**src/hw/rtl/cfpc_pkg.sv**
```systemverilog
package cfpc_pkg;

    // motor lanes: rear right, rear left, front right, front left
    localparam int NumMotors = 4;

    localparam int TempW     = 8;
    localparam int DutyW     = 7;
    localparam int TimeW     = 32;
    localparam int IntervalW = 16;
    localparam int CfgIndexW = 1;
    localparam int CfgDataW  = 16;

    localparam int TempOffset         = 40;
    localparam int CoolLimit          = 40;
    localparam int WarnLimit          = 90;
    localparam int FullDuty           = 100;
    localparam int FaultTempReset     = 110;
    localparam int CheckIntervalReset = 1000;

    // register indexes on the config channel
    typedef enum logic [CfgIndexW-1:0] {
        CFG_FAULT_TEMP     = 1'b0,
        CFG_CHECK_INTERVAL = 1'b1
    } cfg_index_t;

    // per-motor result handed from a lane to the merge stage
    typedef struct packed {
        logic [TempW-1:0] temp;       // stored temperature after this word
        logic             force_full; // missing or hot motor
        logic             fault;      // sticky fault bit after this word
        logic             warn;       // sticky warn bit after this word
    } lane_status_t;

    typedef struct packed {
        logic [DutyW-1:0] fan;
        logic [DutyW-1:0] pump;
    } merge_out_t;

endpackage

```
**src/hw/rtl/cfpc_sample_if.sv**
```systemverilog
interface cfpc_sample_if;
    logic                           valid;
    logic                           ready;
    logic [cfpc_pkg::TempW-1:0]     temp_rear_right;
    logic [cfpc_pkg::TempW-1:0]     temp_rear_left;
    logic [cfpc_pkg::TempW-1:0]     temp_front_right;
    logic [cfpc_pkg::TempW-1:0]     temp_front_left;
    logic [cfpc_pkg::NumMotors-1:0] received_mask;
    logic [cfpc_pkg::TempW-1:0]     left_inlet;
    logic [cfpc_pkg::TempW-1:0]     left_outlet;
    logic [cfpc_pkg::TempW-1:0]     right_inlet;
    logic [cfpc_pkg::TempW-1:0]     right_outlet;
    logic [cfpc_pkg::TimeW-1:0]     now_ms;

    modport source (
        output valid, temp_rear_right, temp_rear_left, temp_front_right,
               temp_front_left, received_mask, left_inlet, left_outlet,
               right_inlet, right_outlet, now_ms,
        input  ready
    );

    modport sink (
        input  valid, temp_rear_right, temp_rear_left, temp_front_right,
               temp_front_left, received_mask, left_inlet, left_outlet,
               right_inlet, right_outlet, now_ms,
        output ready
    );
endinterface

```
**src/hw/rtl/cfpc_result_if.sv**
```systemverilog
interface cfpc_result_if;
    logic                           valid;
    logic                           ready;
    logic [cfpc_pkg::DutyW-1:0]     fan_duty;
    logic [cfpc_pkg::DutyW-1:0]     pump_duty;
    logic [cfpc_pkg::NumMotors-1:0] fault_bits;
    logic [cfpc_pkg::NumMotors-1:0] warn_bits;

    modport source (
        output valid, fan_duty, pump_duty, fault_bits, warn_bits,
        input  ready
    );

    modport sink (
        input  valid, fan_duty, pump_duty, fault_bits, warn_bits,
        output ready
    );
endinterface

```
**src/hw/rtl/cfpc_cfg_if.sv**
```systemverilog
interface cfpc_cfg_if;
    logic                          valid;
    logic                          ready;
    logic [cfpc_pkg::CfgIndexW-1:0] index;
    logic [cfpc_pkg::CfgDataW-1:0]  data;

    modport source (
        output valid, index, data,
        input  ready
    );

    modport sink (
        input  valid, index, data,
        output ready
    );
endinterface

```
**src/hw/rtl/cfpc_lane.sv**
```systemverilog
// One motor: stored temperature, limit checks, sticky fault/warn bits.
module cfpc_lane (
    input  logic                       clk,
    input  logic                       rst_n,
    input  logic                       accept,
    input  logic                       fresh,
    input  logic [cfpc_pkg::TempW-1:0] temp_in,
    input  logic [cfpc_pkg::TempW-1:0] fault_temp,
    output cfpc_pkg::lane_status_t     status
);
    localparam logic [cfpc_pkg::TempW:0] Offset9 = (cfpc_pkg::TempW+1)'(cfpc_pkg::TempOffset);
    localparam logic [cfpc_pkg::TempW:0] WarnRaw =
        (cfpc_pkg::TempW+1)'(cfpc_pkg::WarnLimit + cfpc_pkg::TempOffset);

    logic [cfpc_pkg::TempW-1:0] temp_reg;
    logic                       fault_reg;
    logic                       warn_reg;
    logic                       fault_hit;
    logic                       warn_hit;

    // 9-bit compare so a limit above 215 simply never trips
    assign fault_hit = fresh && ({1'b0, temp_in} > ({1'b0, fault_temp} + Offset9));
    assign warn_hit  = fresh && ({1'b0, temp_in} > WarnRaw);

    always_comb
    begin
        status.temp       = fresh ? temp_in : temp_reg;
        status.force_full = !fresh || fault_hit || warn_hit;
        status.fault      = fault_reg || fault_hit;
        status.warn       = warn_reg || warn_hit;
    end

    always_ff @(posedge clk or negedge rst_n)
    begin
        if (!rst_n)
        begin
            temp_reg  <= '0;
            fault_reg <= 1'b0;
            warn_reg  <= 1'b0;
        end
        else if (accept)
        begin
            temp_reg  <= status.temp;
            fault_reg <= status.fault;
            warn_reg  <= status.warn;
        end
    end
endmodule

```
**src/hw/rtl/cfpc_merge.sv**
```systemverilog
// Merge: hottest motor, linear duty, adjust term, fan/pump levels.
module cfpc_merge (
    input  logic                           clk,
    input  logic                           rst_n,
    input  logic                           accept,
    input  cfpc_pkg::lane_status_t         lanes [cfpc_pkg::NumMotors],
    input  logic [cfpc_pkg::TempW-1:0]     left_inlet,
    input  logic [cfpc_pkg::TempW-1:0]     left_outlet,
    input  logic [cfpc_pkg::TempW-1:0]     right_inlet,
    input  logic [cfpc_pkg::TempW-1:0]     right_outlet,
    input  logic [cfpc_pkg::TimeW-1:0]     now_ms,
    input  logic [cfpc_pkg::IntervalW-1:0] check_interval_ms,
    output cfpc_pkg::merge_out_t           levels
);
    localparam int TW = cfpc_pkg::TempW;
    localparam int DW = cfpc_pkg::DutyW;
    localparam int XW = cfpc_pkg::TimeW;
    localparam int DutySlope =
        cfpc_pkg::FullDuty / (cfpc_pkg::WarnLimit - cfpc_pkg::CoolLimit);
    localparam logic [TW-1:0] RawOffset = TW'(cfpc_pkg::TempOffset);
    localparam logic [TW-1:0] RawCool   = TW'(cfpc_pkg::CoolLimit + cfpc_pkg::TempOffset);
    localparam logic [TW-1:0] RawWarn   = TW'(cfpc_pkg::WarnLimit + cfpc_pkg::TempOffset);
    localparam logic [TW-1:0] CoolDeg   = TW'(cfpc_pkg::CoolLimit);
    localparam logic [DW-1:0] Full      = DW'(cfpc_pkg::FullDuty);

    logic [DW-1:0] fan_reg;
    logic [DW-1:0] pump_reg;
    logic [TW-1:0] adjust_reg;
    logic [XW-1:0] next_check_reg;
    logic [XW-1:0] last_rise_reg;
    logic [XW-1:0] last_margin_reg;

    logic [TW-1:0] hot_a;
    logic [TW-1:0] hot_b;
    logic [TW-1:0] hottest;
    logic [TW-1:0] deg;
    logic          force_full;
    logic          in_linear;
    logic          is_cold;
    logic          do_check;
    logic          heated;
    logic [TW-1:0] min_in;
    logic [TW-1:0] max_out;
    logic [XW-1:0] rise;
    logic [XW-1:0] margin;
    logic [TW-1:0] adjust_mid;
    logic [TW-1:0] adjust_next;
    logic [DW-1:0] duty_lin;
    logic [DW+1:0] duty_sum;
    logic [DW-1:0] duty_final;
    logic [DW-1:0] fan_next;
    logic [DW-1:0] pump_next;

    function automatic logic [TW-1:0] adj_step(input logic [TW-1:0] a, input logic up);
        logic [TW-1:0] r;
        r = a;
        if (up && a != '1)
            r = a + 1'b1;
        else if (!up && a != '0)
            r = a - 1'b1;
        return r;
    endfunction

    // max tree over the four lanes
    assign hot_a   = (lanes[0].temp > lanes[1].temp) ? lanes[0].temp : lanes[1].temp;
    assign hot_b   = (lanes[2].temp > lanes[3].temp) ? lanes[2].temp : lanes[3].temp;
    assign hottest = (hot_a > hot_b) ? hot_a : hot_b;
    assign deg     = hottest - RawOffset;

    assign force_full = lanes[0].force_full || lanes[1].force_full ||
                        lanes[2].force_full || lanes[3].force_full;

    // below the offset the wrapped value is huge: neither range applies
    assign in_linear = (hottest > RawCool) && (hottest < RawWarn);
    assign is_cold   = (hottest >= RawOffset) && (hottest < RawCool);
    assign do_check  = in_linear && (next_check_reg < now_ms);

    assign min_in  = (left_inlet < right_inlet) ? left_inlet : right_inlet;
    assign max_out = (left_outlet > right_outlet) ? left_outlet : right_outlet;
    assign heated  = min_in < max_out;
    assign rise    = XW'(max_out) - XW'(min_in);
    assign margin  = XW'(deg) - XW'(max_out);

    assign adjust_mid  = adj_step(adjust_reg, rise > last_rise_reg);
    assign adjust_next = (do_check && heated) ?
                         adj_step(adjust_mid, margin > last_margin_reg) : adjust_reg;

    assign duty_lin   = DW'((deg - CoolDeg) * TW'(DutySlope));
    assign duty_sum   = (DW+2)'(duty_lin) + (DW+2)'(adjust_next);
    assign duty_final = (duty_sum < (DW+2)'(cfpc_pkg::FullDuty)) ? duty_sum[DW-1:0] : Full;

    always_comb
    begin
        fan_next  = force_full ? Full : fan_reg;
        pump_next = pump_reg;
        if (in_linear)
            fan_next = duty_final;
        if (is_cold)
        begin
            fan_next  = '0;
            pump_next = '0;
        end
        if (fan_next != '0)
            pump_next = Full;
    end

    assign levels.fan  = fan_next;
    assign levels.pump = pump_next;

    always_ff @(posedge clk or negedge rst_n)
    begin
        if (!rst_n)
        begin
            fan_reg         <= '0;
            pump_reg        <= '0;
            adjust_reg      <= '0;
            next_check_reg  <= '0;
            last_rise_reg   <= '0;
            last_margin_reg <= '0;
        end
        else if (accept)
        begin
            fan_reg    <= fan_next;
            pump_reg   <= pump_next;
            adjust_reg <= adjust_next;
            if (do_check)
            begin
                last_rise_reg   <= rise;
                last_margin_reg <= margin;
                next_check_reg  <= now_ms + XW'(check_interval_ms);
            end
        end
    end

    // adjust term moves by at most two per word
    a_adjust_step: assert property (@(posedge clk) disable iff (!rst_n)
        $past(accept) |->
        ((adjust_reg >= $past(adjust_reg) ? adjust_reg - $past(adjust_reg)
                                          : $past(adjust_reg) - adjust_reg) <= TW'(2)))
        else $error("adjust term jumped");

    // adjust term only changes on a check step
    a_adjust_hold: assert property (@(posedge clk) disable iff (!rst_n)
        accept && !do_check |=> adjust_reg == $past(adjust_reg))
        else $error("adjust term changed outside a check");

    // cold system shuts the fan and the pump off
    a_cold_off: assert property (@(posedge clk) disable iff (!rst_n)
        is_cold |-> levels.pump == '0 && levels.fan == '0)
        else $error("pump running while cold");
endmodule

```
**src/hw/rtl/coolant_fan_pump_controller.sv**
```systemverilog
// An accepted sample word's result is registered and shows in the next cycle.
// Throughput: one word per cycle while results are being read; the controller state
// (motor temps, levels, adjust term, check timer) updates in the accept cycle itself.
// A waiting result word blocks intake until read; a read frees the slot in the same cycle.
// Reset (rst_n, async, active low): lane and merge state zero, fault_temp 110,
// check_interval_ms 1000, no result pending.
module coolant_fan_pump_controller (
    input  logic         clk,
    input  logic         rst_n,
    cfpc_sample_if.sink  sample,
    cfpc_result_if.source result,
    cfpc_cfg_if.sink     cfg
);
    localparam int NM = cfpc_pkg::NumMotors;

    // configuration registers
    logic [cfpc_pkg::TempW-1:0]     fault_temp_reg;
    logic [cfpc_pkg::IntervalW-1:0] interval_reg;

    // result register
    logic                           out_valid_reg;
    logic [cfpc_pkg::DutyW-1:0]     fan_reg;
    logic [cfpc_pkg::DutyW-1:0]     pump_reg;
    logic [NM-1:0]                  fault_reg;
    logic [NM-1:0]                  warn_reg;

    logic                           accept;
    logic [cfpc_pkg::TempW-1:0]     motor_temp [NM];
    cfpc_pkg::lane_status_t         lanes [NM];
    cfpc_pkg::merge_out_t           levels;
    logic [NM-1:0]                  fault_next;
    logic [NM-1:0]                  warn_next;

    // take a new word whenever the result slot is empty or being drained
    assign sample.ready = !out_valid_reg || result.ready;
    assign accept       = sample.valid && sample.ready;
    assign cfg.ready    = 1'b1;

    always_ff @(posedge clk or negedge rst_n)
    begin
        if (!rst_n)
        begin
            fault_temp_reg <= cfpc_pkg::TempW'(cfpc_pkg::FaultTempReset);
            interval_reg   <= cfpc_pkg::IntervalW'(cfpc_pkg::CheckIntervalReset);
        end
        else if (cfg.valid)
        begin
            unique case (cfg.index)
                cfpc_pkg::CFG_FAULT_TEMP:     fault_temp_reg <= cfg.data[cfpc_pkg::TempW-1:0];
                cfpc_pkg::CFG_CHECK_INTERVAL: interval_reg   <= cfg.data;
                default: ;
            endcase
        end
    end

    // lane order matches received_mask bit order
    assign motor_temp[0] = sample.temp_rear_right;
    assign motor_temp[1] = sample.temp_rear_left;
    assign motor_temp[2] = sample.temp_front_right;
    assign motor_temp[3] = sample.temp_front_left;

    for (genvar i = 0; i < NM; i++)
    begin : g_lane
        cfpc_lane u_lane (
            .clk        (clk),
            .rst_n      (rst_n),
            .accept     (accept),
            .fresh      (sample.received_mask[i]),
            .temp_in    (motor_temp[i]),
            .fault_temp (fault_temp_reg),
            .status     (lanes[i])
        );
        assign fault_next[i] = lanes[i].fault;
        assign warn_next[i]  = lanes[i].warn;
    end

    cfpc_merge u_merge (
        .clk               (clk),
        .rst_n             (rst_n),
        .accept            (accept),
        .lanes             (lanes),
        .left_inlet        (sample.left_inlet),
        .left_outlet       (sample.left_outlet),
        .right_inlet       (sample.right_inlet),
        .right_outlet      (sample.right_outlet),
        .now_ms            (sample.now_ms),
        .check_interval_ms (interval_reg),
        .levels            (levels)
    );

    always_ff @(posedge clk or negedge rst_n)
    begin
        if (!rst_n)
            out_valid_reg <= 1'b0;
        else if (accept)
            out_valid_reg <= 1'b1;
        else if (result.ready)
            out_valid_reg <= 1'b0;
    end

    // payload: no reset needed
    always_ff @(posedge clk)
    begin
        if (accept)
        begin
            fan_reg   <= levels.fan;
            pump_reg  <= levels.pump;
            fault_reg <= fault_next;
            warn_reg  <= warn_next;
        end
    end

    assign result.valid      = out_valid_reg;
    assign result.fan_duty   = fan_reg;
    assign result.pump_duty  = pump_reg;
    assign result.fault_bits = fault_reg;
    assign result.warn_bits  = warn_reg;

    a_word_out: assert property (@(posedge clk) disable iff (!rst_n)
        accept |=> result.valid)
        else $error("accepted word produced no result");

    a_fan_range: assert property (@(posedge clk) disable iff (!rst_n)
        result.valid |-> result.fan_duty <= cfpc_pkg::DutyW'(cfpc_pkg::FullDuty))
        else $error("fan duty above full");

    a_fan_pump: assert property (@(posedge clk) disable iff (!rst_n)
        result.valid && result.fan_duty != '0 |->
        result.pump_duty == cfpc_pkg::DutyW'(cfpc_pkg::FullDuty))
        else $error("fan running without pump");

    a_sticky: assert property (@(posedge clk) disable iff (!rst_n)
        accept && $past(accept) |=>
        ((fault_reg & $past(fault_reg)) == $past(fault_reg)) &&
        ((warn_reg & $past(warn_reg)) == $past(warn_reg)))
        else $error("sticky bit cleared");
endmodule

```
**src/flat_wrapper.sv**
```systemverilog
// flat-port wrapper written by rule: the top's interface ports become plain ports
module coolant_fan_pump_controller_flat 
  (clk, rst_n, sample_valid, sample_temp_rear_right, sample_temp_rear_left, sample_temp_front_right, sample_temp_front_left, sample_received_mask, sample_left_inlet, sample_left_outlet, sample_right_inlet, sample_right_outlet, sample_now_ms, sample_ready, result_valid, result_fan_duty, result_pump_duty, result_fault_bits, result_warn_bits, result_ready, cfg_valid, cfg_index, cfg_data, cfg_ready);
  cfpc_sample_if sample_i ();
  cfpc_result_if result_i ();
  cfpc_cfg_if cfg_i ();
  input  logic clk;
  input  logic rst_n;
  input wire logic [$bits(sample_i.valid)-1:0] sample_valid;
  input wire logic [$bits(sample_i.temp_rear_right)-1:0] sample_temp_rear_right;
  input wire logic [$bits(sample_i.temp_rear_left)-1:0] sample_temp_rear_left;
  input wire logic [$bits(sample_i.temp_front_right)-1:0] sample_temp_front_right;
  input wire logic [$bits(sample_i.temp_front_left)-1:0] sample_temp_front_left;
  input wire logic [$bits(sample_i.received_mask)-1:0] sample_received_mask;
  input wire logic [$bits(sample_i.left_inlet)-1:0] sample_left_inlet;
  input wire logic [$bits(sample_i.left_outlet)-1:0] sample_left_outlet;
  input wire logic [$bits(sample_i.right_inlet)-1:0] sample_right_inlet;
  input wire logic [$bits(sample_i.right_outlet)-1:0] sample_right_outlet;
  input wire logic [$bits(sample_i.now_ms)-1:0] sample_now_ms;
  output wire logic [$bits(sample_i.ready)-1:0] sample_ready;
  output wire logic [$bits(result_i.valid)-1:0] result_valid;
  output wire logic [$bits(result_i.fan_duty)-1:0] result_fan_duty;
  output wire logic [$bits(result_i.pump_duty)-1:0] result_pump_duty;
  output wire logic [$bits(result_i.fault_bits)-1:0] result_fault_bits;
  output wire logic [$bits(result_i.warn_bits)-1:0] result_warn_bits;
  input wire logic [$bits(result_i.ready)-1:0] result_ready;
  input wire logic [$bits(cfg_i.valid)-1:0] cfg_valid;
  input wire logic [$bits(cfg_i.index)-1:0] cfg_index;
  input wire logic [$bits(cfg_i.data)-1:0] cfg_data;
  output wire logic [$bits(cfg_i.ready)-1:0] cfg_ready;
  assign sample_i.valid = sample_valid;
  assign sample_i.temp_rear_right = sample_temp_rear_right;
  assign sample_i.temp_rear_left = sample_temp_rear_left;
  assign sample_i.temp_front_right = sample_temp_front_right;
  assign sample_i.temp_front_left = sample_temp_front_left;
  assign sample_i.received_mask = sample_received_mask;
  assign sample_i.left_inlet = sample_left_inlet;
  assign sample_i.left_outlet = sample_left_outlet;
  assign sample_i.right_inlet = sample_right_inlet;
  assign sample_i.right_outlet = sample_right_outlet;
  assign sample_i.now_ms = sample_now_ms;
  assign sample_ready = sample_i.ready;
  assign result_valid = result_i.valid;
  assign result_fan_duty = result_i.fan_duty;
  assign result_pump_duty = result_i.pump_duty;
  assign result_fault_bits = result_i.fault_bits;
  assign result_warn_bits = result_i.warn_bits;
  assign result_i.ready = result_ready;
  assign cfg_i.valid = cfg_valid;
  assign cfg_i.index = cfg_index;
  assign cfg_i.data = cfg_data;
  assign cfg_ready = cfg_i.ready;
  coolant_fan_pump_controller u_core (.clk(clk), .rst_n(rst_n), .sample(sample_i), .result(result_i), .cfg(cfg_i));
endmodule
```
**config.mk**
```make
export PLATFORM = sky130hd
export DESIGN_NAME = coolant_fan_pump_controller_flat
export DESIGN_NICKNAME = d
export VERILOG_FILES = /design/src/hw/rtl/cfpc_pkg.sv /design/src/hw/rtl/cfpc_sample_if.sv /design/src/hw/rtl/cfpc_result_if.sv /design/src/hw/rtl/cfpc_cfg_if.sv /design/src/hw/rtl/cfpc_lane.sv /design/src/hw/rtl/cfpc_merge.sv /design/src/hw/rtl/coolant_fan_pump_controller.sv /design/src/flat_wrapper.sv
export SDC_FILE = /design/constraint.sdc
export NUM_CORES = 1
export LEC_CHECK = 0
export BUFFER_PORTS_ARGS = -buffer_cell sky130_fd_sc_hd__clkbuf_2
export CAP_MARGIN = 20
export CORE_UTILIZATION = 35
export CTS_BUF_LIST = sky130_fd_sc_hd__clkbuf_4 sky130_fd_sc_hd__clkbuf_8
export DETAILED_ROUTE_END_ITERATION = 16
export SLEW_MARGIN = 20
export SYNTH_ARGS = -nofsm -noshare
export SYNTH_HDL_FRONTEND = slang
export SYNTH_SLANG_ARGS = --single-unit
```
**constraint.sdc**
```tcl
create_clock -name clk -period 10.6 [get_ports clk]
set_input_delay 0.53 -clock clk [delete_from_list [all_inputs] [get_ports clk]]
set_output_delay 0.53 -clock clk [all_outputs]
set_load 0.1 [all_outputs]
```
==> reports/results.ini <==
[floorplanning]
initial_core_util_pct = 35.88
rows = 69
io_pins = 147
die_area_mm2 = 0.03759
coreArea_mm2 = 0.03591
die_w_um = 193.9
die_h_um = 193.9

[sta]
grt_setup_unrepaired = false
fmax_mhz = 102.2
slew_viol_final = 0
slew_headroom_pct = 36.37
tightestPinTransition_ps = 954.4
hold_viol = 0
min_period_over_period_pct = 92.31
finalClockSkew_ps = 14.46
post-route-min-period_ps = 9785
setup_viol = 0
finalSetupTns_ps = 0

[worst_setup_path]
cpMaxStageDelayCell = mux2_2
critical_path.max_fanout = 11
rr_worst_depth = 50
path_class = primary input to flip-flop
cp_common_cell = ha_1
critPathRequiredTime_ps = 10830
cp-start-kind = primary input
slowest_delay_ps = 430
endpoint_kind = flip-flop
r2r_setup_slack_ps = 920
rr_endpoint = u_core.result.pump_duty[5]$_DFFE_PP_
arrival_ps = 10020
r2r_start = u_core.g_lane[0].u_lane.temp_reg[1]$_DFFE_PN0P_

[power]
irDropWorstVdd_mv = 0.1428
powerDensity_mw_per_mm2 = 279.0
leakage_nw = 7.053
fin_total_pwr_mw = 4.094

[synth]
synth-compound-area-share_pct = 17.42
syn_nets = 1739
ys.warnings.count = 0
ys_seq_area_share_pct = 31.84
yosys.area_share.simple_pct = 15.59
syn_area_mm2 = 0.01289
synth-main-ff-cell = dfrtp_1
synth_top_family_by_area = compound AO/OA/AOI/OAI gates
avgSynthCellArea_um2 = 8.905
synth_seq_cells = 159
synth_enable_flop_cells = 22
ys_types = 85
synth_xor_area_share_pct = 4.806
synthMuxAreaShare_pct = 7.884
async_flop_share_pct = 86.16
synthAdderAreaFrac_pct = 16.82
synth_cells = 1447

[clock_network]
ctsHoldBuffers = 0
clock_latency_ps = 480
cts_made_buffers = 17
cts_tree = done
clockBufferDepth = 2
cts.sinks = 159
path_clk_slew_ps = 90
htree_levels = 4
root_buffer = clkbuf_8

[placement]
placedCellCount = 2040
port_buffers = 145
placed_cell_area_mm2 = 0.01423
post-dp-hpwl_um = 25400
finalWeightedCongestion = 0.8916

[final_layout]
area_delta_synth_final_pct = 13.85
nets = 1890
postLayoutCellArea_mm2 = 0.01467
stdcell_count = 2072
final.fill_count = 3602
n_antenna_cell = 0
drive_above_1_share_pct = 17.63

[global_routing]
grt-ovfl-total = 0
grt_max_degree = 79
antenna_found_initial = 0
grt_pass1_wl_um = 53750
grt_pass1_vias = 10640
grtUsageTotal_pct = 17.65

[min_path]
hold_class = primary input to asynchronous set/reset pin

[detailed_routing]
via_per_inst = 5.201
drt_iter0_markers = 585
route.detailed.drc = 0
postRouteAntennaNets = 0
wl_um = 32470
vias = 10780
avgRoutedWirePerCell_um = 15.67
firstDrtPassIters = 5

[outcome]
status = finished, final reports clean

[run]
maxCapViolCount = 0

[Yosys cell counts, types with 25 or more instances]
cell / number / area, um2
nand2b_1: 29 / 181.4
nand4_1: 27 / 168.9
mux2_2: 36 / 405.4
xnor2_1: 43 / 376.6
a21o_1: 25 / 187.7
mux2i_1: 58 / 580.6
a21oi_1: 82 / 410.4
nand3_1: 27 / 135.1
nor2b_1: 29 / 181.4
nand2_1: 161 / 604.3
ha_1: 166 / 2077
clkbuf_1: 28 / 105.1
o21ai_0: 154 / 770.7
inv_1: 143 / 536.8
dfrtp_1: 126 / 3153
nor2_1: 59 / 221.5
[worst max-delay path, delay by kind of cell]
kind	cells	cell delay (ps)
AO/OA/AOI/OAI	22	4140
XOR/XNOR	3	520
adder cells (fa/ha/maj)	6	1780
buffers and inverters	5	710
multiplexers	2	750
AND/OR/NAND/NOR	13	1570
[routing by layer]
layer / share of wire [%] / vias to the layer above / track usage [%]
met4: 2.2 / 0 / 5.732
met2: 46 / 238 / 28.83
li1: - / 5401 / -
met1: 49 / 5093 / 24.07
met5: 0 / - / 0
met3: 3.7 / 45 / 2.366
[repair_timing]
item                                    in CTS  in global routing
resized for setup                            0                  6
endpoints found under the setup margin       0                 14
buffers inserted                             0                  0
[power breakdown]
part | internal (mW) | switching [mW]
Clock | 0.237 | 0.256
Combinational | 1.09 | 1.59
Sequential | 0.805 | 0.118
Total | 2.13 | 1.97
[how the worst max path moves through the flow]
stage / start / end / cells past startpoint
2_1_floorplan: sample_received_mask[2] / u_core.result.pump_duty[2]$_DFFE_PP_ / 51
3_3_place_gp: sample_received_mask[1] / u_core.result.pump_duty[5]$_DFFE_PP_ / 45
3_5_place_dp: sample_received_mask[2] / u_core.result.pump_duty[6]$_DFFE_PP_ / 51
4_1_cts: sample_received_mask[2] / u_core.result.pump_duty[6]$_DFFE_PP_ / 51
5_1_grt: sample_right_inlet[1] / u_core.result.pump_duty[6]$_DFFE_PP_ / 52
6_report: sample_received_mask[0] / u_core.result.pump_duty[5]$_DFFE_PP_ / 51
[through the flow]
step	hold WS [ps]	util, %	setup WS [ps]
2_1_floorplan	234.4	-	1154
3_3_place_gp	431.3	39.63	591.6
3_5_place_dp	436.7	39.63	261.7
4_1_cts	94.03	40.80	738.2
5_1_grt	131.3	40.85	15.97
6_report	98.88	40.85	815.4
[final cells by class]
type                       instances  area (um2)  share of cell area [%]
clock buffer                      17       234.0                   1.595
clock inverter                    15       183.9                   1.254
inverter                         143       536.8                   3.659
multi-input combinational       1103        8087                   55.12
sequential                       159        4103                   27.97
tap                              461       576.8                   3.932
timing repair buffer             174       949.7                   6.473
[cell usage in the layout (no fill, tap or decap), types with 23 or more instances in the layout]
| master | n |
|---|---|
| a21o_1 | 25 |
| a21oi_1 | 82 |
| buf_4 | 29 |
| clkbuf_2 | 143 |
| dfrtp_1 | 126 |
| ha_1 | 166 |
| inv_1 | 142 |
| mux2_2 | 36 |
| mux2i_1 | 56 |
| nand2_1 | 160 |
| nand2b_1 | 29 |
| nand3_1 | 26 |
| nand4_1 | 27 |
| nor2_1 | 57 |
| nor2b_1 | 29 |
| o21a_1 | 23 |
| o21ai_0 | 154 |
| xnor2_1 | 43 |
[cells by family after synthesis]
| logic type | count (synthesis) |
|---|---|
| adders and majority gates | 171 |
| AOI/OAI and AO/OA | 362 |
| buffers and inverters | 185 |
| xor gates and xnor gates | 67 |
| and+or+nand+nor | 406 |
| DFF | 159 |
| other | 1 |
| muxes | 96 |
No activity file was read; power rests on OpenSTA's default activity.
